[src/design/slu_pkg.sv]
package slu_pkg;

  localparam int unsigned FIFO_DEPTH = 4;
  localparam int unsigned FIFO_PTR_W = $clog2(FIFO_DEPTH);
  localparam int unsigned FIFO_CNT_W = $clog2(FIFO_DEPTH + 1);

  typedef enum logic [2:0] {
    ERR_NONE        = 3'd0,
    ERR_BAD_LEAD    = 3'd1,
    ERR_BAD_CONT    = 3'd2,
    ERR_UNKNOWN_ESC = 3'd3,
    ERR_BAD_HEX     = 3'd4,
    ERR_HEX_RANGE   = 3'd5,
    ERR_SURROGATE   = 3'd6,
    ERR_TRUNCATED   = 3'd7
  } slu_err_e;

  // One classified input transaction, as handed from front to back.
  // n_data = 1 carries a raw byte or a code point below 0x80 in data[7:0];
  // n_data = 2..4 carries a code point to be UTF-8 encoded.
  typedef struct packed {
    logic [20:0] data;
    logic [2:0]  n_data;
    slu_err_e    err;
    logic        eos;
  } slu_cmd_t;

  // {hit, byte} for the single-character escapes
  function automatic logic [8:0] esc_lookup(logic [7:0] c);
    logic [8:0] r;
    case (c)
      8'h27:   r = {1'b1, 8'h27}; // '
      8'h22:   r = {1'b1, 8'h22}; // "
      8'h5C:   r = {1'b1, 8'h5C}; // backslash
      8'h24:   r = {1'b1, 8'h24}; // $
      8'h30:   r = {1'b1, 8'h00}; // 0
      8'h61:   r = {1'b1, 8'h07}; // a
      8'h62:   r = {1'b1, 8'h08}; // b
      8'h66:   r = {1'b1, 8'h0C}; // f
      8'h6E:   r = {1'b1, 8'h0A}; // n
      8'h72:   r = {1'b1, 8'h0D}; // r
      8'h74:   r = {1'b1, 8'h09}; // t
      8'h76:   r = {1'b1, 8'h0B}; // v
      default: r = 9'h000;
    endcase
    return r;
  endfunction

  // {ok, nibble}
  function automatic logic [4:0] hex_lookup(logic [7:0] c);
    logic [4:0] r;
    r = 5'h00;
    if (c inside {[8'h30:8'h39]}) begin
      r = {1'b1, c[3:0]};
    end else if (c inside {[8'h61:8'h66], [8'h41:8'h46]}) begin
      r = {1'b1, c[3:0] + 4'd9};
    end
    return r;
  endfunction

  // Byte k of an n-byte UTF-8 encoding of cp.
  function automatic logic [7:0] utf8_byte(logic [20:0] cp, logic [2:0] n, logic [1:0] k);
    logic [7:0] r;
    r = cp[7:0];
    case (n)
      3'd2: begin
        case (k)
          2'd0:    r = {3'b110, cp[10:6]};
          default: r = {2'b10, cp[5:0]};
        endcase
      end
      3'd3: begin
        case (k)
          2'd0:    r = {4'b1110, cp[15:12]};
          2'd1:    r = {2'b10, cp[11:6]};
          default: r = {2'b10, cp[5:0]};
        endcase
      end
      3'd4: begin
        case (k)
          2'd0:    r = {5'b11110, cp[20:18]};
          2'd1:    r = {2'b10, cp[17:12]};
          2'd2:    r = {2'b10, cp[11:6]};
          default: r = {2'b10, cp[5:0]};
        endcase
      end
      default: r = cp[7:0];
    endcase
    return r;
  endfunction

endpackage

[src/design/slu_if.sv]
interface slu_in_if;
  logic       valid;
  logic       ready;
  logic [7:0] in_byte;
  logic       end_of_string;

  modport source (output valid, in_byte, end_of_string, input ready);
  modport sink   (input valid, in_byte, end_of_string, output ready);
endinterface

interface slu_out_if;
  logic       valid;
  logic       ready;
  logic [7:0] out_byte;
  logic       byte_valid;
  logic [2:0] error_code;
  logic       run_last;
  logic       string_done;

  modport source (output valid, out_byte, byte_valid, error_code, run_last, string_done,
                  input ready);
  modport sink   (input valid, out_byte, byte_valid, error_code, run_last, string_done,
                  output ready);
endinterface

[src/design/slu_front.sv]
module slu_front (
  input  logic              clk_i,
  input  logic              rst_ni,
  input  logic              cfg_we_i,
  input  logic              cfg_wdata_i,
  input  logic              in_valid_i,
  output logic              in_ready_o,
  input  logic [7:0]        in_byte_i,
  input  logic              end_of_string_i,
  input  logic              full_i,
  output logic              push_o,
  output slu_pkg::slu_cmd_t cmd_o
);
  import slu_pkg::*;

  localparam logic [1:0] PH_PLAIN = 2'd0;
  localparam logic [1:0] PH_ESC   = 2'd1;
  localparam logic [1:0] PH_HEX   = 2'd2;
  localparam logic [1:0] PH_CONT  = 2'd3;

  logic [1:0]  phase_q, phase_d;
  logic [23:0] hex_q, hex_d;
  logic [2:0]  digits_q, digits_d;
  logic        uni_q, uni_d;
  logic [1:0]  cont_q, cont_d;
  logic        err_seen_q, err_seen_d;
  logic        esc_en_q;

  logic        fire;
  logic [8:0]  esc;
  logic [4:0]  hx;
  logic [23:0] hex_new;
  logic [2:0]  digits_m1;
  logic [1:0]  cont_m1;
  slu_err_e    err;
  logic [2:0]  n_data;
  logic [20:0] data;

  assign in_ready_o = !full_i;
  assign fire       = in_valid_i && !full_i;
  assign esc        = esc_lookup(in_byte_i);
  assign hx         = hex_lookup(in_byte_i);
  assign hex_new    = {hex_q[19:0], hx[3:0]};
  assign digits_m1  = digits_q - 3'd1;
  assign cont_m1    = cont_q - 2'd1;

  always_comb begin
    phase_d    = phase_q;
    hex_d      = hex_q;
    digits_d   = digits_q;
    uni_d      = uni_q;
    cont_d     = cont_q;
    err_seen_d = err_seen_q;
    err        = ERR_NONE;
    n_data     = 3'd0;
    data       = {13'd0, in_byte_i};

    if (!err_seen_q) begin
      case (phase_q)
        PH_PLAIN: begin
          if (!in_byte_i[7]) begin
            if (in_byte_i == 8'h5C && esc_en_q) begin
              phase_d = PH_ESC;
            end else begin
              n_data = 3'd1;
            end
          end else if (in_byte_i inside {[8'hC0:8'hF7]}) begin
            n_data  = 3'd1;
            phase_d = PH_CONT;
            if (in_byte_i[7:5] == 3'b110) begin
              cont_d = 2'd1;
            end else if (in_byte_i[7:4] == 4'b1110) begin
              cont_d = 2'd2;
            end else begin
              cont_d = 2'd3;
            end
          end else begin
            err = ERR_BAD_LEAD;
          end
        end
        PH_CONT: begin
          if (in_byte_i[7:6] == 2'b10) begin
            n_data = 3'd1;
            cont_d = cont_m1;
            if (cont_m1 == 2'd0) phase_d = PH_PLAIN;
          end else begin
            err = ERR_BAD_CONT;
          end
        end
        PH_ESC: begin
          if (esc[8]) begin
            n_data  = 3'd1;
            data    = {13'd0, esc[7:0]};
            phase_d = PH_PLAIN;
          end else if (in_byte_i == 8'h78 || in_byte_i == 8'h75) begin
            uni_d    = (in_byte_i == 8'h75);
            digits_d = (in_byte_i == 8'h75) ? 3'd6 : 3'd2;
            hex_d    = 24'd0;
            phase_d  = PH_HEX;
          end else begin
            err = ERR_UNKNOWN_ESC;
          end
        end
        default: begin
          if (!hx[4]) begin
            err = ERR_BAD_HEX;
          end else begin
            hex_d    = hex_new;
            digits_d = digits_m1;
            if (digits_m1 == 3'd0) begin
              phase_d = PH_PLAIN;
              if (hex_new > (uni_q ? 24'h10FFFF : 24'h00007F)) begin
                err = ERR_HEX_RANGE;
              end else if (hex_new >= 24'h00D800 && hex_new <= 24'h00DFFF) begin
                err = ERR_SURROGATE;
              end else begin
                data = hex_new[20:0];
                if (hex_new <= 24'h00007F)      n_data = 3'd1;
                else if (hex_new <= 24'h0007FF) n_data = 3'd2;
                else if (hex_new <= 24'h00FFFF) n_data = 3'd3;
                else                            n_data = 3'd4;
              end
            end
          end
        end
      endcase
      if (err != ERR_NONE) err_seen_d = 1'b1;
    end

    if (end_of_string_i) begin
      if (!err_seen_d && phase_d != PH_PLAIN) err = ERR_TRUNCATED;
      phase_d    = PH_PLAIN;
      hex_d      = 24'd0;
      digits_d   = 3'd0;
      uni_d      = 1'b0;
      cont_d     = 2'd0;
      err_seen_d = 1'b0;
    end
  end

  assign cmd_o.data   = data;
  assign cmd_o.n_data = n_data;
  assign cmd_o.err    = err;
  assign cmd_o.eos    = end_of_string_i;
  // dropped bytes and a bare backslash produce nothing
  assign push_o = fire && (n_data != 3'd0 || err != ERR_NONE || end_of_string_i);

  always_ff @(posedge clk_i or negedge rst_ni) begin
    if (!rst_ni) begin
      phase_q    <= PH_PLAIN;
      hex_q      <= 24'd0;
      digits_q   <= 3'd0;
      uni_q      <= 1'b0;
      cont_q     <= 2'd0;
      err_seen_q <= 1'b0;
    end else if (fire) begin
      phase_q    <= phase_d;
      hex_q      <= hex_d;
      digits_q   <= digits_d;
      uni_q      <= uni_d;
      cont_q     <= cont_d;
      err_seen_q <= err_seen_d;
    end
  end

  always_ff @(posedge clk_i or negedge rst_ni) begin
    if (!rst_ni) begin
      esc_en_q <= 1'b1;
    end else if (cfg_we_i) begin
      esc_en_q <= cfg_wdata_i;
    end
  end

endmodule

[src/design/slu_fifo.sv]
module slu_fifo (
  input  logic              clk_i,
  input  logic              rst_ni,
  input  logic              push_i,
  input  slu_pkg::slu_cmd_t wdata_i,
  output logic              full_o,
  input  logic              pop_i,
  output slu_pkg::slu_cmd_t rdata_o,
  output logic              empty_o
);
  import slu_pkg::*;

  localparam logic [FIFO_PTR_W-1:0] LAST_PTR = FIFO_PTR_W'(FIFO_DEPTH - 1);
  localparam logic [FIFO_CNT_W-1:0] DEPTH_CNT = FIFO_CNT_W'(FIFO_DEPTH);

  slu_cmd_t                entries_q [FIFO_DEPTH];
  logic [FIFO_PTR_W-1:0]   wr_ptr_q, rd_ptr_q;
  logic [FIFO_CNT_W-1:0]   count_q;
  logic                    do_push, do_pop;

  assign full_o  = (count_q == DEPTH_CNT);
  assign empty_o = (count_q == '0);
  assign do_push = push_i && !full_o;
  assign do_pop  = pop_i && !empty_o;
  assign rdata_o = entries_q[rd_ptr_q];

  always_ff @(posedge clk_i) begin
    if (do_push) entries_q[wr_ptr_q] <= wdata_i;
  end

  always_ff @(posedge clk_i or negedge rst_ni) begin
    if (!rst_ni) begin
      wr_ptr_q <= '0;
      rd_ptr_q <= '0;
      count_q  <= '0;
    end else begin
      if (do_push) wr_ptr_q <= (wr_ptr_q == LAST_PTR) ? '0 : wr_ptr_q + 1'b1;
      if (do_pop)  rd_ptr_q <= (rd_ptr_q == LAST_PTR) ? '0 : rd_ptr_q + 1'b1;
      case ({do_push, do_pop})
        2'b10:   count_q <= count_q + 1'b1;
        2'b01:   count_q <= count_q - 1'b1;
        default: count_q <= count_q;
      endcase
    end
  end

endmodule

[src/design/slu_back.sv]
module slu_back (
  input  logic              clk_i,
  input  logic              rst_ni,
  input  slu_pkg::slu_cmd_t cmd_i,
  input  logic              empty_i,
  output logic              pop_o,
  output logic              out_valid_o,
  input  logic              out_ready_i,
  output logic [7:0]        out_byte_o,
  output logic              byte_valid_o,
  output logic [2:0]        error_code_o,
  output logic              run_last_o,
  output logic              string_done_o
);
  import slu_pkg::*;

  logic [1:0] idx_q;
  logic [2:0] total;
  logic       has_err, is_empty, last, load;
  logic       ovalid_q;
  logic [7:0] obyte_q;
  logic       obv_q, olast_q, odone_q;
  logic [2:0] oerr_q;

  assign has_err  = (cmd_i.err != ERR_NONE);
  assign is_empty = cmd_i.eos && cmd_i.n_data == 3'd0 && !has_err;
  assign total    = cmd_i.n_data + {2'b00, has_err} + {2'b00, is_empty};
  assign last     = ({1'b0, idx_q} + 3'd1 == total);
  assign load     = !empty_i && (!ovalid_q || out_ready_i);
  assign pop_o    = load && last;

  always_ff @(posedge clk_i or negedge rst_ni) begin
    if (!rst_ni) begin
      ovalid_q <= 1'b0;
      idx_q    <= 2'd0;
    end else if (load) begin
      ovalid_q <= 1'b1;
      idx_q    <= last ? 2'd0 : idx_q + 2'd1;
    end else if (out_ready_i) begin
      ovalid_q <= 1'b0;
    end
  end

  always_ff @(posedge clk_i) begin
    if (load) begin
      if ({1'b0, idx_q} < cmd_i.n_data) begin
        obyte_q <= utf8_byte(cmd_i.data, cmd_i.n_data, idx_q);
        obv_q   <= 1'b1;
        oerr_q  <= ERR_NONE;
      end else begin
        obyte_q <= 8'd0;
        obv_q   <= 1'b0;
        oerr_q  <= cmd_i.err;
      end
      olast_q <= last;
      odone_q <= last && cmd_i.eos;
    end
  end

  assign out_valid_o   = ovalid_q;
  assign out_byte_o    = obyte_q;
  assign byte_valid_o  = obv_q;
  assign error_code_o  = oerr_q;
  assign run_last_o    = olast_q;
  assign string_done_o = odone_q;

endmodule

[src/design/string_literal_unescaper_unit.sv]
// Channel  Dir  Fields                                                 Handshake
// in_i     in   in_byte[7:0], end_of_string                            valid/ready
// out_o    out  out_byte[7:0], byte_valid, error_code[2:0],            valid/ready
//               run_last, string_done
// cfg      in   cfg_wdata_i (escape enable)                            cfg_we_i
//
// Input takes one byte per cycle while the command queue has room; the
// front classifies each byte in the cycle it is accepted.
// Output gives one result per cycle while out_o is ready; a \u escape yields up
// to four results from one command, so the back end owns the rate for those.
// Output is registered: an accepted byte passes through the command queue and
// then the output register before its first result can be taken (later if
// older commands are queued).
// Reset is asynchronous, active low; escape enable resets to 1. No sweep.
// Either side can stall independently; the queue holds four commands.
module string_literal_unescaper_unit (
  input  logic clk_i,
  input  logic rst_ni,
  input  logic cfg_we_i,
  input  logic cfg_wdata_i,
  slu_in_if.sink    in_i,
  slu_out_if.source out_o
);
  import slu_pkg::*;

  // front -> queue
  slu_cmd_t push_cmd;
  logic     push;
  logic     full;
  // queue -> back
  slu_cmd_t head_cmd;
  logic     empty;
  logic     pop;

  // Front: parse state machine, escape tables, hex accumulation, range checks.
  // Emits one command per transaction that produces any result.
  slu_front u_front (
    .clk_i           (clk_i),
    .rst_ni          (rst_ni),
    .cfg_we_i        (cfg_we_i),
    .cfg_wdata_i     (cfg_wdata_i),
    .in_valid_i      (in_i.valid),
    .in_ready_o      (in_i.ready),
    .in_byte_i       (in_i.in_byte),
    .end_of_string_i (in_i.end_of_string),
    .full_i          (full),
    .push_o          (push),
    .cmd_o           (push_cmd)
  );

  // Short queue decoupling the byte-rate front from the multi-result back.
  slu_fifo u_fifo (
    .clk_i   (clk_i),
    .rst_ni  (rst_ni),
    .push_i  (push),
    .wdata_i (push_cmd),
    .full_o  (full),
    .pop_i   (pop),
    .rdata_o (head_cmd),
    .empty_o (empty)
  );

  // Back: expands a command into its results (UTF-8 bytes, error, or the
  // empty end marker) into the output register, one per cycle unless stalled.
  slu_back u_back (
    .clk_i         (clk_i),
    .rst_ni        (rst_ni),
    .cmd_i         (head_cmd),
    .empty_i       (empty),
    .pop_o         (pop),
    .out_valid_o   (out_o.valid),
    .out_ready_i   (out_o.ready),
    .out_byte_o    (out_o.out_byte),
    .byte_valid_o  (out_o.byte_valid),
    .error_code_o  (out_o.error_code),
    .run_last_o    (out_o.run_last),
    .string_done_o (out_o.string_done)
  );

endmodule
[src/flat_wrapper.sv]
// flat-port wrapper written by rule: the top's interface ports become plain ports
module string_literal_unescaper_unit_flat import slu_pkg::*;
  (clk_i, rst_ni, cfg_we_i, cfg_wdata_i, in_i_valid, in_i_in_byte, in_i_end_of_string, in_i_ready, out_o_valid, out_o_out_byte, out_o_byte_valid, out_o_error_code, out_o_run_last, out_o_string_done, out_o_ready);
  slu_in_if in_i_i ();
  slu_out_if out_o_i ();
  input  logic clk_i;
  input  logic rst_ni;
  input  logic cfg_we_i;
  input  logic cfg_wdata_i;
  input wire logic [$bits(in_i_i.valid)-1:0] in_i_valid;
  input wire logic [$bits(in_i_i.in_byte)-1:0] in_i_in_byte;
  input wire logic [$bits(in_i_i.end_of_string)-1:0] in_i_end_of_string;
  output wire logic [$bits(in_i_i.ready)-1:0] in_i_ready;
  output wire logic [$bits(out_o_i.valid)-1:0] out_o_valid;
  output wire logic [$bits(out_o_i.out_byte)-1:0] out_o_out_byte;
  output wire logic [$bits(out_o_i.byte_valid)-1:0] out_o_byte_valid;
  output wire logic [$bits(out_o_i.error_code)-1:0] out_o_error_code;
  output wire logic [$bits(out_o_i.run_last)-1:0] out_o_run_last;
  output wire logic [$bits(out_o_i.string_done)-1:0] out_o_string_done;
  input wire logic [$bits(out_o_i.ready)-1:0] out_o_ready;
  assign in_i_i.valid = in_i_valid;
  assign in_i_i.in_byte = in_i_in_byte;
  assign in_i_i.end_of_string = in_i_end_of_string;
  assign in_i_ready = in_i_i.ready;
  assign out_o_valid = out_o_i.valid;
  assign out_o_out_byte = out_o_i.out_byte;
  assign out_o_byte_valid = out_o_i.byte_valid;
  assign out_o_error_code = out_o_i.error_code;
  assign out_o_run_last = out_o_i.run_last;
  assign out_o_string_done = out_o_i.string_done;
  assign out_o_i.ready = out_o_ready;
  string_literal_unescaper_unit u_core (.clk_i(clk_i), .rst_ni(rst_ni), .cfg_we_i(cfg_we_i), .cfg_wdata_i(cfg_wdata_i), .in_i(in_i_i), .out_o(out_o_i));
endmodule
[config.mk]
export PLATFORM = sky130hd
export DESIGN_NAME = string_literal_unescaper_unit_flat
export DESIGN_NICKNAME = d
export VERILOG_FILES = /design/src/design/slu_pkg.sv /design/src/design/slu_if.sv /design/src/design/slu_front.sv /design/src/design/slu_fifo.sv /design/src/design/slu_back.sv /design/src/design/string_literal_unescaper_unit.sv /design/src/flat_wrapper.sv
export SDC_FILE = /design/constraint.sdc
export NUM_CORES = 1
export LEC_CHECK = 0
export ABC_AREA = 1
export ABC_CLOCK_PERIOD_IN_PS = 3900
export BUFFER_PORTS_ARGS = -buffer_cell sky130_fd_sc_hd__buf_2
export CAP_MARGIN = 5
export CORE_MARGIN = 10
export CORE_UTILIZATION = 30
export CTS_BUF_LIST = sky130_fd_sc_hd__clkbuf_8
export CTS_CLUSTER_SIZE = 8
export DETAILED_ROUTE_END_ITERATION = 10
export HOLD_SLACK_MARGIN = 0.15
export PLACE_DENSITY_LB_ADDON = 0.3
export RECOVER_POWER = 50
export SLEW_MARGIN = 20
export SYNTH_ARGS = -nofsm -noshare
export SYNTH_HDL_FRONTEND = slang
export SYNTH_HIERARCHICAL = 1
export SYNTH_SLANG_ARGS = --single-unit
[constraint.sdc]
create_clock -name clk_i -period 3.9 [get_ports clk_i]
set_clock_uncertainty 0.1 [all_clocks]
set_input_delay 0.585 -clock clk_i [delete_from_list [all_inputs] [get_ports clk_i]]
set_output_delay 0.585 -clock clk_i [all_outputs]
set_load 0.03 [all_outputs]
Word-level counts from Yosys, hierarchy flattened:

Memory sizes are Yosys's and may differ from the RTL's.
Index checks and enable logic that the tools add are counted.

* word-level logic and storage cells: 222
* bits in writable memories: 112
* register bits: 54
* output and inout bits: 16
* memories kept: 1
* input port bits: 15

* eq/ne operators: 38
* magnitude comparators: 15
* multiplexer cells: 93
* add/subtract/negate cells: 11
* reductions and logical operators: 47

Memories
* u_core.u_fifo.entries_q: words 4, bits a word 28, read ports 1, clocked after Yosys merged registers in 0, wr ports 1, RTL line slu_fifo.sv:16 `slu_cmd_t entries_q [FIFO_DEPTH];`

Operator list (count)
* two-way mux 21 bit: 6
* case mux 9 bit (12 select lines): 1
* two-way mux 20 bit: 5
* == test 8 x 7 -> 1 bit, second input constant: 10
* two-way mux 3 bit: 23
* less-or-equal comparator 24 x 16 -> 1 bit, second input constant: 2
* two-way mux 2 bit: 23
* case mux 21 bit (2 select lines): 1
* case mux 20 bit (2 select lines): 1
* == test 8 x 6 -> 1 bit, second input constant: 4
* >= comparator 24 x 16 -> 1 bit, second input constant: 1
* greater-than comparator 24 x 21 -> 1 bit: 1
* less-or-equal comparator 24 x 11 -> 1 bit, second input constant: 1
* less-or-equal comparator 24 x 7 -> 1 bit, second input constant: 1
* case mux 8 bit (3 select lines): 1
* case mux 7 bit (3 select lines): 1
* two-way mux 1 bit: 20
* case mux 3 bit (3 select lines): 2
* nonzero test 3 bit: 6
* >= comparator 8 x 7 -> 1 bit, second input constant: 2
* less-or-equal comparator 8 x 7 -> 1 bit, second input constant: 2
* logical AND 1 bit: 16
* != test 3 bit, second input constant: 5
* case mux 7 bit (2 select lines): 1
* 34 further kinds: 68

Depth between registers and ports, before layout:

Gate-level depths: netlist (run 1).

* word-level depth: 27
* gate-level depth with buffers: 29

Hierarchy:

The synthesis (run 1) kept the hierarchy.

Modules (own cells, without submodules)
* slu_fifo: seq. area each 3538.4 µm², cells an instance 387, times used 1, area each 5078.6 µm²
* slu_front: seq. area each 752.0 µm², cells an instance 477, times used 1, area each 3290.7 µm²
* slu_back: seq. area each 495.5 µm², cells an instance 200, times used 1, area each 1392.6 µm²

Worst setup path before layout (run 1):

OpenSTA, ideal clock, no wires.

* path type: input port to flip-flop
* start point: in in_i_in_byte[1]
* end point: mem u_core/u_fifo/entries_q[0][0] (netlist name), enable pin
* path buffers: 0
* slack: -0.139 ns
* setup time: 0.413 ns
* data arrival time: 3.526 ns
* required time: 3.387 ns
* cell stages on the path: 18
* path through: inv_1 -> ha_1 -> inv_1 -> nand3_1 -> nand4_1 -> nand2_1 -> nand4_2 -> nand2_2 -> nand2_1 -> nand2_1 -> a21oi_1 -> nor2_1 -> nand2_2 -> nand4_1 -> nand2_1 -> inv_1 -> nand2_1 -> nor2_1

* longest elaborated chain between the ends: 27
* elaborated cells on any way between the ends: 88
* those cells by class: add/sub (1); order compare (14); eq/ne (14); mux (41); reduce/logical (18)

RTL lines
* start, declared: RTL line flat_wrapper.sv:11 `input wire logic [$bits(in_i_i.in_byte)-1:0] in_i_in_byte;`
* >= comparator 8 x 7 -> 1 bit or less-or-equal comparator 8 x 7 -> 1 bit (tied branches): RTL line slu_pkg.sv:55 `end else if (c inside {[8'h61:8'h66], [8'h41:8'h46]}) begin`
* logical AND 1 bit: RTL line slu_pkg.sv:55
* nonzero test 2 bit: RTL line slu_pkg.sv:55
* two-way mux 5 bit: RTL line slu_pkg.sv:55
* two-way mux 5 bit: RTL line slu_pkg.sv:53 `if (c inside {[8'h30:8'h39]}) begin`
* >= comparator 24 x 16 -> 1 bit or less-or-equal comparator 24 x 16 -> 1 bit (tied branches): RTL line slu_front.sv:114 `end else if (hex_new >= 24'h00D800 && hex_new <= 24'h00DFFF) begin`
* logical AND 1 bit: RTL line slu_front.sv:114
* two-way mux 3 bit: RTL line slu_front.sv:114
* (+11 left out)
* two-way mux 3 bit: RTL line slu_front.sv:130 `if (end_of_string_i) begin`
* nonzero test 3 bit: RTL line slu_front.sv:146 `assign push_o = fire && (n_data != 3'd0 || err != ERR_NONE || end_of_string_i);`
* logical OR 1 bit (*) (2 in series): RTL line slu_front.sv:146
* logical AND 1 bit (*): RTL line slu_front.sv:146
* named net u_core.push: RTL line string_literal_unescaper_unit.sv:28 `logic push;`
* logical AND 1 bit (*): RTL line slu_fifo.sv:23 `assign do_push = push_i && !full_o;`
* two-way mux 1 bit (*): RTL line slu_fifo.sv:28 `if (do_push) entries_q[wr_ptr_q] <= wdata_i;`
* two-way mux 1 bit (implied by the code) (*): RTL line slu_fifo.sv:28
* end, declared: RTL line slu_fifo.sv:16

Mark *: on every way through the listed nets, which the timed path passes. The rest lies on a longest branch. The select of a mux whose other input is x is not followed.

==> results of run 1 <==
## repair_timing
action / 4_1_cts / 5_1_grt
resized for setup: 0 / 29
endpoints found under the setup margin: 0 / 2
endpoints found under the hold margin: 8 / 0
hold buffers: 1 / 0
setup buffers: 0 / 10
## stage by stage
stage	util [%]	cells	power, mW
after floorplan	-	1064	5.717
after CTS	33.94	1547	7.947
after detailed placement	32.72	1514	6.705
after global placement	32.72	1514	6.679
final	34.65	1558	8.111
after global routing	34.65	1558	8.775
## kinds of logic after synthesis
family                   synth area share [%]
XOR/XNOR                               0.3589
adder cells (fa/ha/maj)                 4.819
multiplexers                           0.2179
flip-flops                              49.03
buffers and inverters                   9.420
AO/OA/AOI/OAI                           14.29
AND/OR/NAND/NOR                         21.87
## routing by layer
metal / vias up / GRT usage, % / share of wire (%)
li1: 3682 / - / -
met3: 28 / 2.353 / 4.3
met5: - / 0 / 0
met1: 3462 / 15.91 / 48
met4: 0 / 3.057 / 1.4
met2: 170 / 18.93 / 46
## flip-flops by register name (all words and copies together) (netlist names), 2 cells and up
name                        cells
u_core/u_fifo/entries_q       112
u_core/u_front/hex_q           20
u_core/u_back/out_byte_o        8
u_core/u_back/error_code_o      3
u_core/u_fifo/count_q           3
u_core/u_front/digits_q         3
u_core/u_back/idx_q             2
u_core/u_fifo/rd_ptr_q          2
u_core/u_fifo/wr_ptr_q          2
u_core/u_front/cont_q           2
u_core/u_front/phase_q          2
## cell type report
cell class              instances  area, um2
fillers                      3262      20780
flip-flops and latches        166       4791
multi-input cells             697       4197
inverters                     159      606.8
well taps                     435      544.3
repair buffers                 68      495.5
clock buffers                  17      234.0
clock inverters                15      142.6
repair inverters                1      7.507
## final timing paths
path / startpoint / to / slack, ns / depth (start not counted)
worst max-delay path: u_core/u_fifo/rd_ptr_q[0] / u_core/u_fifo/count_q[1] / 0.20 / 20
worst min-delay path: out_o_ready / u_core/u_back/out_valid_o / 0.25 / 4
worst max register to register: u_core/u_fifo/rd_ptr_q[0] / u_core/u_fifo/count_q[1] / 0.20 / 20
worst min register to register: u_core/u_front/hex_q[19] / u_core/u_front/hex_q[19] / 0.39 / 2
max in group asynchronous: rst_ni / u_core/u_front/err_seen_q / 1.04 / 3
min in group asynchronous: rst_ni / u_core/u_back/out_valid_o / 1.15 / 2
## worst min-delay path, cell delays in order
cell and delay (ns):
sky130_fd_sc_hd__buf_2 0.07, sky130_fd_sc_hd__inv_1 0.04, sky130_fd_sc_hd__nand2_1 0.05, sky130_fd_sc_hd__nand2_1 0.04
## cell usage in the layout (no fill, tap or decap), types with 6 or more instances in the layout
cell type	Yosys	routed
sky130_fd_sc_hd__a21oi_1	27	27
sky130_fd_sc_hd__a22oi_1	7	7
sky130_fd_sc_hd__buf_12	0	7
sky130_fd_sc_hd__buf_2	12	12
sky130_fd_sc_hd__buf_4	6	28
sky130_fd_sc_hd__clkbuf_1	6	20
sky130_fd_sc_hd__clkbuf_8	0	17
sky130_fd_sc_hd__dfrtp_1	39	37
sky130_fd_sc_hd__edfxtp_1	126	126
sky130_fd_sc_hd__ha_1	36	29
sky130_fd_sc_hd__ha_4	0	6
sky130_fd_sc_hd__inv_1	141	140
sky130_fd_sc_hd__inv_2	14	14
sky130_fd_sc_hd__nand2_1	253	248
sky130_fd_sc_hd__nand2_2	13	17
sky130_fd_sc_hd__nand3_1	53	52
sky130_fd_sc_hd__nand3_2	13	14
sky130_fd_sc_hd__nand4_1	19	19
sky130_fd_sc_hd__nor2_1	81	74
sky130_fd_sc_hd__nor2_2	7	13
sky130_fd_sc_hd__nor2_4	5	6
sky130_fd_sc_hd__nor3_1	15	16
sky130_fd_sc_hd__o211ai_1	38	38
sky130_fd_sc_hd__o211ai_2	31	31
sky130_fd_sc_hd__o21ai_0	22	23
sky130_fd_sc_hd__o21ai_1	15	15
sky130_fd_sc_hd__o21ai_2	19	18
## power by group through the flow
stage / logic [mW] / registers [mW] / clock network (mW)
6_report: 4.08 / 2.80 / 1.23
3_5_place_dp: 3.84 / 2.87 / 0
5_1_grt: 4.57 / 2.85 / 1.35
4_1_cts: 3.85 / 2.83 / 1.27
3_3_place_gp: 3.82 / 2.86 / 0
2_1_floorplan: 2.78 / 2.93 / 0
==> qor.txt, run 1 <==
STATUS
------------------------------------------------------------------------------------
Run status                                                              finished, violations left
Violated checks                                                         capacitance limit, slew limit

LOGIC SYNTHESIS
------------------------------------------------------------------------------------
Portion of synthesized cell area occupied by the leading cell type            38.76%
Largest area contributor in the synthesized netlist                     sky130_fd_sc_hd__edfxtp_1
Proportion of synthesized flip-flops having asynchronous set or reset         24.10%
Syn Std Cell Area                                                           9762 um2
Leading cell types by total area after synthesis                        sky130_fd_sc_hd__edfxtp_1, sky130_fd_sc_hd__dfrtp_1, sky130_fd_sc_hd__nand2_1, sky130_fd_sc_hd__inv_1, sky130_fd_sc_hd__ha_1
Number of flip-flops and latches in the synthesized netlist                      166
Number of enable-type register cells in the synthesized netlist                  126
Number of library cell types mapped by synthesis                                  54
Warnings from Yosys                                                                6
Most repeated cell in the gate-level netlist after synthesis            sky130_fd_sc_hd__nand2_1
Seq/Total Area, Yosys                                                         49.03%
Net count of the mapped netlist                                                1,116
Gate Count Post-Synth                                                          1,064
Commonest register cell after synthesis                                 sky130_fd_sc_hd__edfxtp_1
Average size of a mapped cell                                              9.175 um2
Commonest cells in the synthesized netlist                              sky130_fd_sc_hd__nand2_1, sky130_fd_sc_hd__inv_1, sky130_fd_sc_hd__edfxtp_1

CRITICAL PATH
------------------------------------------------------------------------------------
Critical path required time                                                  4.14 ns
Critical Path End Type                                                      register
Kind of start point of the critical path                                    register
Category of the critical setup timing path                              register to register
Kind of cell with the highest combined delay on the critical path       simple AND/OR/NAND/NOR gates
Highest cell delay on the worst timing path                                  0.53 ns
Biggest fanout along the worst timing path                                        14
Cell mode on critical path                                              sky130_fd_sc_hd__nor2_1
Slowest cell on crit path                                               sky130_fd_sc_hd__dfrtp_4
Worst path bufs/invs                                                               3
Data arrival time of the critical path                                       3.94 ns
Critical Path, Cell by Cell                                             buf_12, o211ai_1, nand2_1, nor2_1, nand2_2, nor4_4, ha_2, a21o_1, ha_1, nor2_1, nor2_1, a21oi_1, nand3_1, nor2_2, nand2_2, inv_2, ha_4, inv_2, fa_2, o21ai_0

CLOCKING
------------------------------------------------------------------------------------
Clock sink count                                                                 166
TritonCTS clock tree                                                             yes
Number of buffers on the longest clock path                                        2
Skew-Pair Late Insertion Delay                                               0.46 ns
TritonCTS Buffers                                                                 17
CTS H-Tree Depth                                                                   4
Root buf cell                                                           sky130_fd_sc_hd__clkbuf_8
Clock transition at the registers of the reported paths                      0.10 ns

GLOBAL ROUTE
------------------------------------------------------------------------------------
Gr usage total                                                                11.81%
Number of antenna violations at the first check in global routing                  0
Largest net degree at the start of global routing                                 76
Via count of the first global-routing pass                                     6,932
Wire length of the first global-routing pass                               38,210 um
Global-route congestion overflow total                                             0

TIMING
------------------------------------------------------------------------------------
Worst-case hold slack                                                      0.2469 ns
Setup_tns                                                                       0 ns
Relative slew slack                                                          -38.10%
Max Fclk                                                                  0.2700 GHz
Worst setup slack after layout                                             0.1962 ns
Fin crit period                                                             3.704 ns
Total count of max-transition violations in the final report                      31
RSZ-0062 raised after global routing                                            true
Count of final setup violators                                                     0
Slew at the pin closest to its max-slew limit                               2.071 ns
Final cycle utilization of the critical path                                  94.97%
Final hold vios                                                                    0

FLOORPLANNING
------------------------------------------------------------------------------------
Starting density of the core                                                  30.70%
Floorplan die width                                                         200.4 um
Floorplan Core Area                                                       31,800 um2
Die Footprint                                                             40,150 um2
Die outline height                                                          200.4 um
# IOs                                                                             31
Num rows                                                                          65

ROUTE
------------------------------------------------------------------------------------
Number of optimization iterations in the first detailed-route pass                 5
DR DRC count                                                                       0
Number of nets still failing antenna checks after routing                          0
Initial DRC Count                                                                622
Post-detailed-route via-to-cell ratio                                          4.712
Aggregate routed wire length                                               24,180 um
Count of vias placed by the detailed router                                    7,342
Average routed wire per standard cell                                       15.52 um

FINAL LAYOUT
------------------------------------------------------------------------------------
Share of final-layout standard cells stronger than drive strength 1           19.59%
Final non-filler cell area                                                11,020 um2
Relative area change from synthesis to final layout                           12.87%
Number of antenna repair diodes                                                    0
Fin nets                                                                       1,162

PWR
------------------------------------------------------------------------------------
Proportion of total power due to net switching                                45.68%
Leakage component of the power                                              4.585 nW
Maximum VDD drop                                                           0.2884 mV
Power share of the combinational group                                         50.3%
Net switching power of the design                                           3.705 mW
Ratio of total power to cell area                                       736.2 nW/um2
Clock network power share                                                      15.2%
Internal portion of total power                                             4.406 mW
Fraction of power consumed by sequential logic                                 34.5%

PLACEMENT
------------------------------------------------------------------------------------
Final HPWL DP                                                              16,920 um
Global placement routability congestion                                       0.9068
Post-place setup slack                                                    0.07811 ns
Placement Cell Area                                                       10,410 um2
Number of buffers inserted by port buffering                                      30

JOB
------------------------------------------------------------------------------------
Max-cap violations                                                                 1

WORST HOLD PATH
------------------------------------------------------------------------------------
Min-Delay Path Class                                                    input pin to register

Power figures use the tool's default switching activity.
==> run 2: changes to the inputs <==
==> constraint.sdc (replaced) <==
create_clock -name clk_i -period 3.9 [get_ports clk_i]
set_clock_uncertainty 0.1 [all_clocks]
set_input_delay 0.195 -clock clk_i [delete_from_list [all_inputs] [get_ports clk_i]]
set_output_delay 0.195 -clock clk_i [all_outputs]
set_load 0.03 [all_outputs]
==> run 2 against run 1 <==
  * The run still ends with capacitance limit, slew limit left
  * Flip-flop and latch count unchanged
  * Clock-buffer cell count unchanged
  * Largest cell class unchanged
  * First-iteration DRC count decreased by 5.6%
  * Wire length decreased by 1.1%
  * Cell count increased by 0.45%
  * Register-to-register slack lost 0.02 ns
  * Clock power is 3% higher
  * Non-clock buffer count rose by 9
  * Highest routed layer unchanged
  * Final area about the same
  * Fmax fell by 0.44%
  * Worst hold slack got worse by 0.028 ns
==> qor.txt, run 2 (same netlist as run 1, synthesis figures left out) <==
CLOCKING
-------------------------------------------------------------------------------------
Skew-Pair Late Insertion Delay                                                0.47 ns   was 0.46 ns
Clock transition at the registers of the reported paths                       0.10 ns   about the same
TritonCTS Buffers                                                                  17   unchanged
Clock sink count                                                                  166   unchanged
Root buf cell                                                            sky130_fd_sc_hd__clkbuf_8   unchanged
TritonCTS clock tree                                                              yes   unchanged
Number of buffers on the longest clock path                                         2   unchanged
CTS H-Tree Depth                                                                    4   unchanged

FLOORPLANNING
-------------------------------------------------------------------------------------
Floorplan die width                                                          200.4 um   unchanged
Floorplan Core Area                                                        31,800 um2   unchanged
Starting density of the core                                                   30.70%   unchanged
# IOs                                                                              31   unchanged
Die Footprint                                                              40,150 um2   unchanged
Num rows                                                                           65   unchanged
Die outline height                                                           200.4 um   unchanged

FINAL LAYOUT
-------------------------------------------------------------------------------------
Share of final-layout standard cells stronger than drive strength 1            18.67%   was 19.59%
Top reg by flops                                                         u_core/u_fifo/entries_q   unchanged
Number of antenna repair diodes                                                     0   unchanged
Number of non-filler instances in the completed layout                          1,565   was 1,558
Count of filler cells inserted in the layout                                    3,255   was 3,262
Most frequent standard cell in the layout excluding fill and tap cells   sky130_fd_sc_hd__nand2_1   unchanged
Number of flip-flops under the largest register name                              112   unchanged
Fin nets                                                                        1,170   was 1,162
Most used cells in the layout excluding fill and tap cells               sky130_fd_sc_hd__nand2_1, sky130_fd_sc_hd__inv_1, sky130_fd_sc_hd__edfxtp_1   unchanged
Final non-filler cell area                                                 11,020 um2   about the same
Relative area change from synthesis to final layout                            12.92%   was 12.87%

CRITICAL PATH
-------------------------------------------------------------------------------------
Startpoint of the worst register-to-register path                        u_core/u_fifo/rd_ptr_q[0]   unchanged
Category of the critical setup timing path                               register to register   unchanged
Kind of cell with the highest combined delay on the critical path        simple AND/OR/NAND/NOR gates   unchanged
First element of the critical path                                       u_core/u_fifo/rd_ptr_q[0]   unchanged
Capturing element of the worst setup path                                u_core/u_fifo/count_q[2]   was u_core/u_fifo/count_q[1]
Biggest fanout along the worst timing path                                         14   unchanged
Depth of the worst register-to-register path                                       23   was 20
Highest cell delay on the worst timing path                                   0.53 ns   about the same
Critical register-to-register path endpoint                              u_core/u_fifo/count_q[2]   was u_core/u_fifo/count_q[1]
Critical path depth                                                                23   was 20
Critical Path End Type                                                       register   unchanged
Critical Path, Cell by Cell                                              buf_12, o211ai_1, nand2_1, nor2_1, nand2_2, nor4_2, ha_2, a21o_1, ha_1, nor2_1, nor2_1, a21oi_1, nand3_1, nor2_2, nand2_2, inv_1, ha_1, inv_1, fa_2, nand2_1, nand3_1, nand2_1, nand2_1   was buf_12, o211ai_1, nand2_1, nor2_1, nand2_2, nor4_4, ha_2, a21o_1, ha_1, nor2_1, nor2_1, a21oi_1, nand3_1, nor2_2, nand2_2, inv_2, ha_4, inv_2, fa_2, o21ai_0
Kind of start point of the critical path                                     register   unchanged
Cell mode on critical path                                               sky130_fd_sc_hd__nand2_1   was sky130_fd_sc_hd__nor2_1
Data arrival time of the critical path                                        3.97 ns   was 3.94 ns
Flop-to-flop setup slack                                                      0.18 ns   was 0.20 ns
Critical path required time                                                   4.15 ns   was 4.14 ns
Slowest cell on crit path                                                sky130_fd_sc_hd__dfrtp_4   unchanged
Worst path bufs/invs                                                                3   unchanged

ROUTE
-------------------------------------------------------------------------------------
Post-detailed-route via-to-cell ratio                                           4.706   was 4.712
Number of optimization iterations in the first detailed-route pass                  5   unchanged
Met1 Wirelength                                                             11,440 um   was 11,630 um
Initial DRC Count                                                                 587   was 622
Number of nets still failing antenna checks after routing                           0   unchanged
Average routed wire per standard cell                                        15.27 um   was 15.52 um
Uppermost signal routing layer after detailed routing                            met4   unchanged
Met3 Routed Length                                                            1292 um   was 1035 um
Count of vias placed by the detailed router                                     7,365   was 7,342
DR DRC count                                                                        0   unchanged
Aggregate routed wire length                                                23,900 um   was 24,180 um
Met2 WL                                                                     10,950 um   was 11,180 um

PWR
-------------------------------------------------------------------------------------
Clock network power share                                                       15.7%   was 15.2%
Fraction of power consumed by sequential logic                                  34.3%   was 34.5%
Proportion of total power due to net switching                                 45.08%   was 45.68%
Maximum VDD drop                                                            0.2566 mV   was 0.2884 mV
Power share of the combinational group                                          50.0%   was 50.3%
Internal portion of total power                                              4.452 mW   was 4.406 mW
Ratio of total power to cell area                                        735.3 nW/um2   was 736.2 nW/um2
Post-route total power                                                       8.106 mW   was 8.111 mW
Net switching power of the design                                            3.654 mW   was 3.705 mW
Leakage component of the power                                               4.604 nW   was 4.585 nW

TIMING
-------------------------------------------------------------------------------------
Total count of max-transition violations in the final report                       33   was 31
Slew at the pin closest to its max-slew limit                                1.983 ns   was 2.071 ns
Fin crit period                                                              3.720 ns   was 3.704 ns
Final cycle utilization of the critical path                                   95.39%   was 94.97%
Max Fclk                                                                   0.2688 GHz   was 0.2700 GHz
Worst-case hold slack                                                       0.2193 ns   was 0.2469 ns
Count of final setup violators                                                      0   unchanged
RSZ-0062 raised after global routing                                             true   unchanged
Relative slew slack                                                           -32.18%   was -38.10%
Worst setup slack after layout                                              0.1799 ns   was 0.1962 ns
Final hold vios                                                                     0   unchanged

PLACEMENT
-------------------------------------------------------------------------------------
Placement Cell Area                                                        10,390 um2   was 10,410 um2
Number of buffers inserted by port buffering                                       30   unchanged
DP Cell Count                                                                   1,512   was 1,514
Post-place setup slack                                                      0.1140 ns   was 0.07811 ns
Final HPWL DP                                                               16,760 um   was 16,920 um
Global placement routability congestion                                        0.8797   was 0.9068

GLOBAL ROUTE
-------------------------------------------------------------------------------------
Largest net degree at the start of global routing                                  40   was 76
Via count of the first global-routing pass                                      6,968   was 6,932
Wire length of the first global-routing pass                                38,010 um   was 38,210 um
Gr usage total                                                                 11.72%   was 11.81%
Number of antenna violations at the first check in global routing                   0   unchanged
Global-route congestion overflow total                                              0   unchanged

WORST HOLD PATH
-------------------------------------------------------------------------------------
Min-Delay Path Class                                                     input pin to register   unchanged

STATUS
-------------------------------------------------------------------------------------
Violated checks                                                          capacitance limit, slew limit   unchanged
Run status                                                               finished, violations left   unchanged

JOB
-------------------------------------------------------------------------------------
Max-cap violations                                                                  2   was 1

run 2: cell count changes in the layout (fill, tap and decap cells not counted), sizes merged:
cell and change:
dlygate4sd3 +11, clkinv -3, buf -1, bufinv +1, clkbuf -1
run 2: cell type report:
type	count	area, um2	share of cell area, %
Clock buffer	17	234.0	2.123
Tap cell	435	544.3	4.938
Clock inverter	14	165.2	1.498
Multi-Input combinational cell	697	4086	37.07
Timing Repair Buffer	77	591.8	5.369
Sequential cell	166	4791	43.46
Inverter	159	610.6	5.539
run 2: layer usage:
layer,track usage (%),vias to the layer above
met4,2.651,0
met5,0,-
met1,15.88,3447
met3,2.305,20
li1,-,3700
met2,18.88,198
run 2: power groups by stage:
stage / Clock (mW) / Sequential, mW / Combinational [mW]
finish: 1.27 / 2.78 / 4.06
global route: 1.39 / 2.83 / 4.56
CTS: 1.32 / 2.81 / 3.92
detailed placement: 0 / 2.85 / 3.90
global placement: 0 / 2.84 / 3.87
floorplan: 0 / 2.93 / 2.78
run 2: what timing repair did:
item / 4_1_cts / 5_1_grt
endpoints found under the setup margin: 0 / 23
resized for setup: 0 / 19
endpoints found under the hold margin: 54 / 0
setup buffers: 0 / 10
hold buffers: 12 / 0
run 2: worst reg2reg max path, cell delays in order, from the launching register on:
cell and delay (ns):
sky130_fd_sc_hd__dfrtp_4 0.53, sky130_fd_sc_hd__buf_12 0.16, sky130_fd_sc_hd__o211ai_1 0.17, sky130_fd_sc_hd__nand2_1 0.09, sky130_fd_sc_hd__nor2_1 0.13, sky130_fd_sc_hd__nand2_2 0.08
sky130_fd_sc_hd__nor4_2 0.26, sky130_fd_sc_hd__ha_2 0.21, sky130_fd_sc_hd__a21o_1 0.08, sky130_fd_sc_hd__ha_1 0.23, sky130_fd_sc_hd__nor2_1 0.11, sky130_fd_sc_hd__nor2_1 0.05
sky130_fd_sc_hd__a21oi_1 0.11, sky130_fd_sc_hd__nand3_1 0.11, sky130_fd_sc_hd__nor2_2 0.18, sky130_fd_sc_hd__nand2_2 0.08, sky130_fd_sc_hd__inv_1 0.08, sky130_fd_sc_hd__ha_1 0.16
sky130_fd_sc_hd__inv_1 0.07, sky130_fd_sc_hd__fa_2 0.34, sky130_fd_sc_hd__nand2_1 0.09, sky130_fd_sc_hd__nand3_1 0.07, sky130_fd_sc_hd__nand2_1 0.06, sky130_fd_sc_hd__nand2_1 0.05
run 2: worst min-delay path by stage:
stage	start	end	cells past startpoint
after floorplan	rst_ni	u_core/u_back/idx_q[0]	0
after global placement	rst_ni	u_core/u_back/out_valid_o	1
after detailed placement	rst_ni	u_core/u_back/out_valid_o	1
after CTS	in_i_in_byte[7]	u_core/u_front/cont_q[0]	6
after global routing	in_i_in_byte[2]	u_core/u_front/uni_q	5
final	in_i_in_byte[7]	u_core/u_front/cont_q[0]	6
run 2: through the flow:
stage	utilization (%)	setup TNS (ns)
final	34.66	0
after global routing	34.66	-0.1174
after CTS	34.31	0
after detailed placement	32.68	0
after global placement	32.68	0
after floorplan	-	0
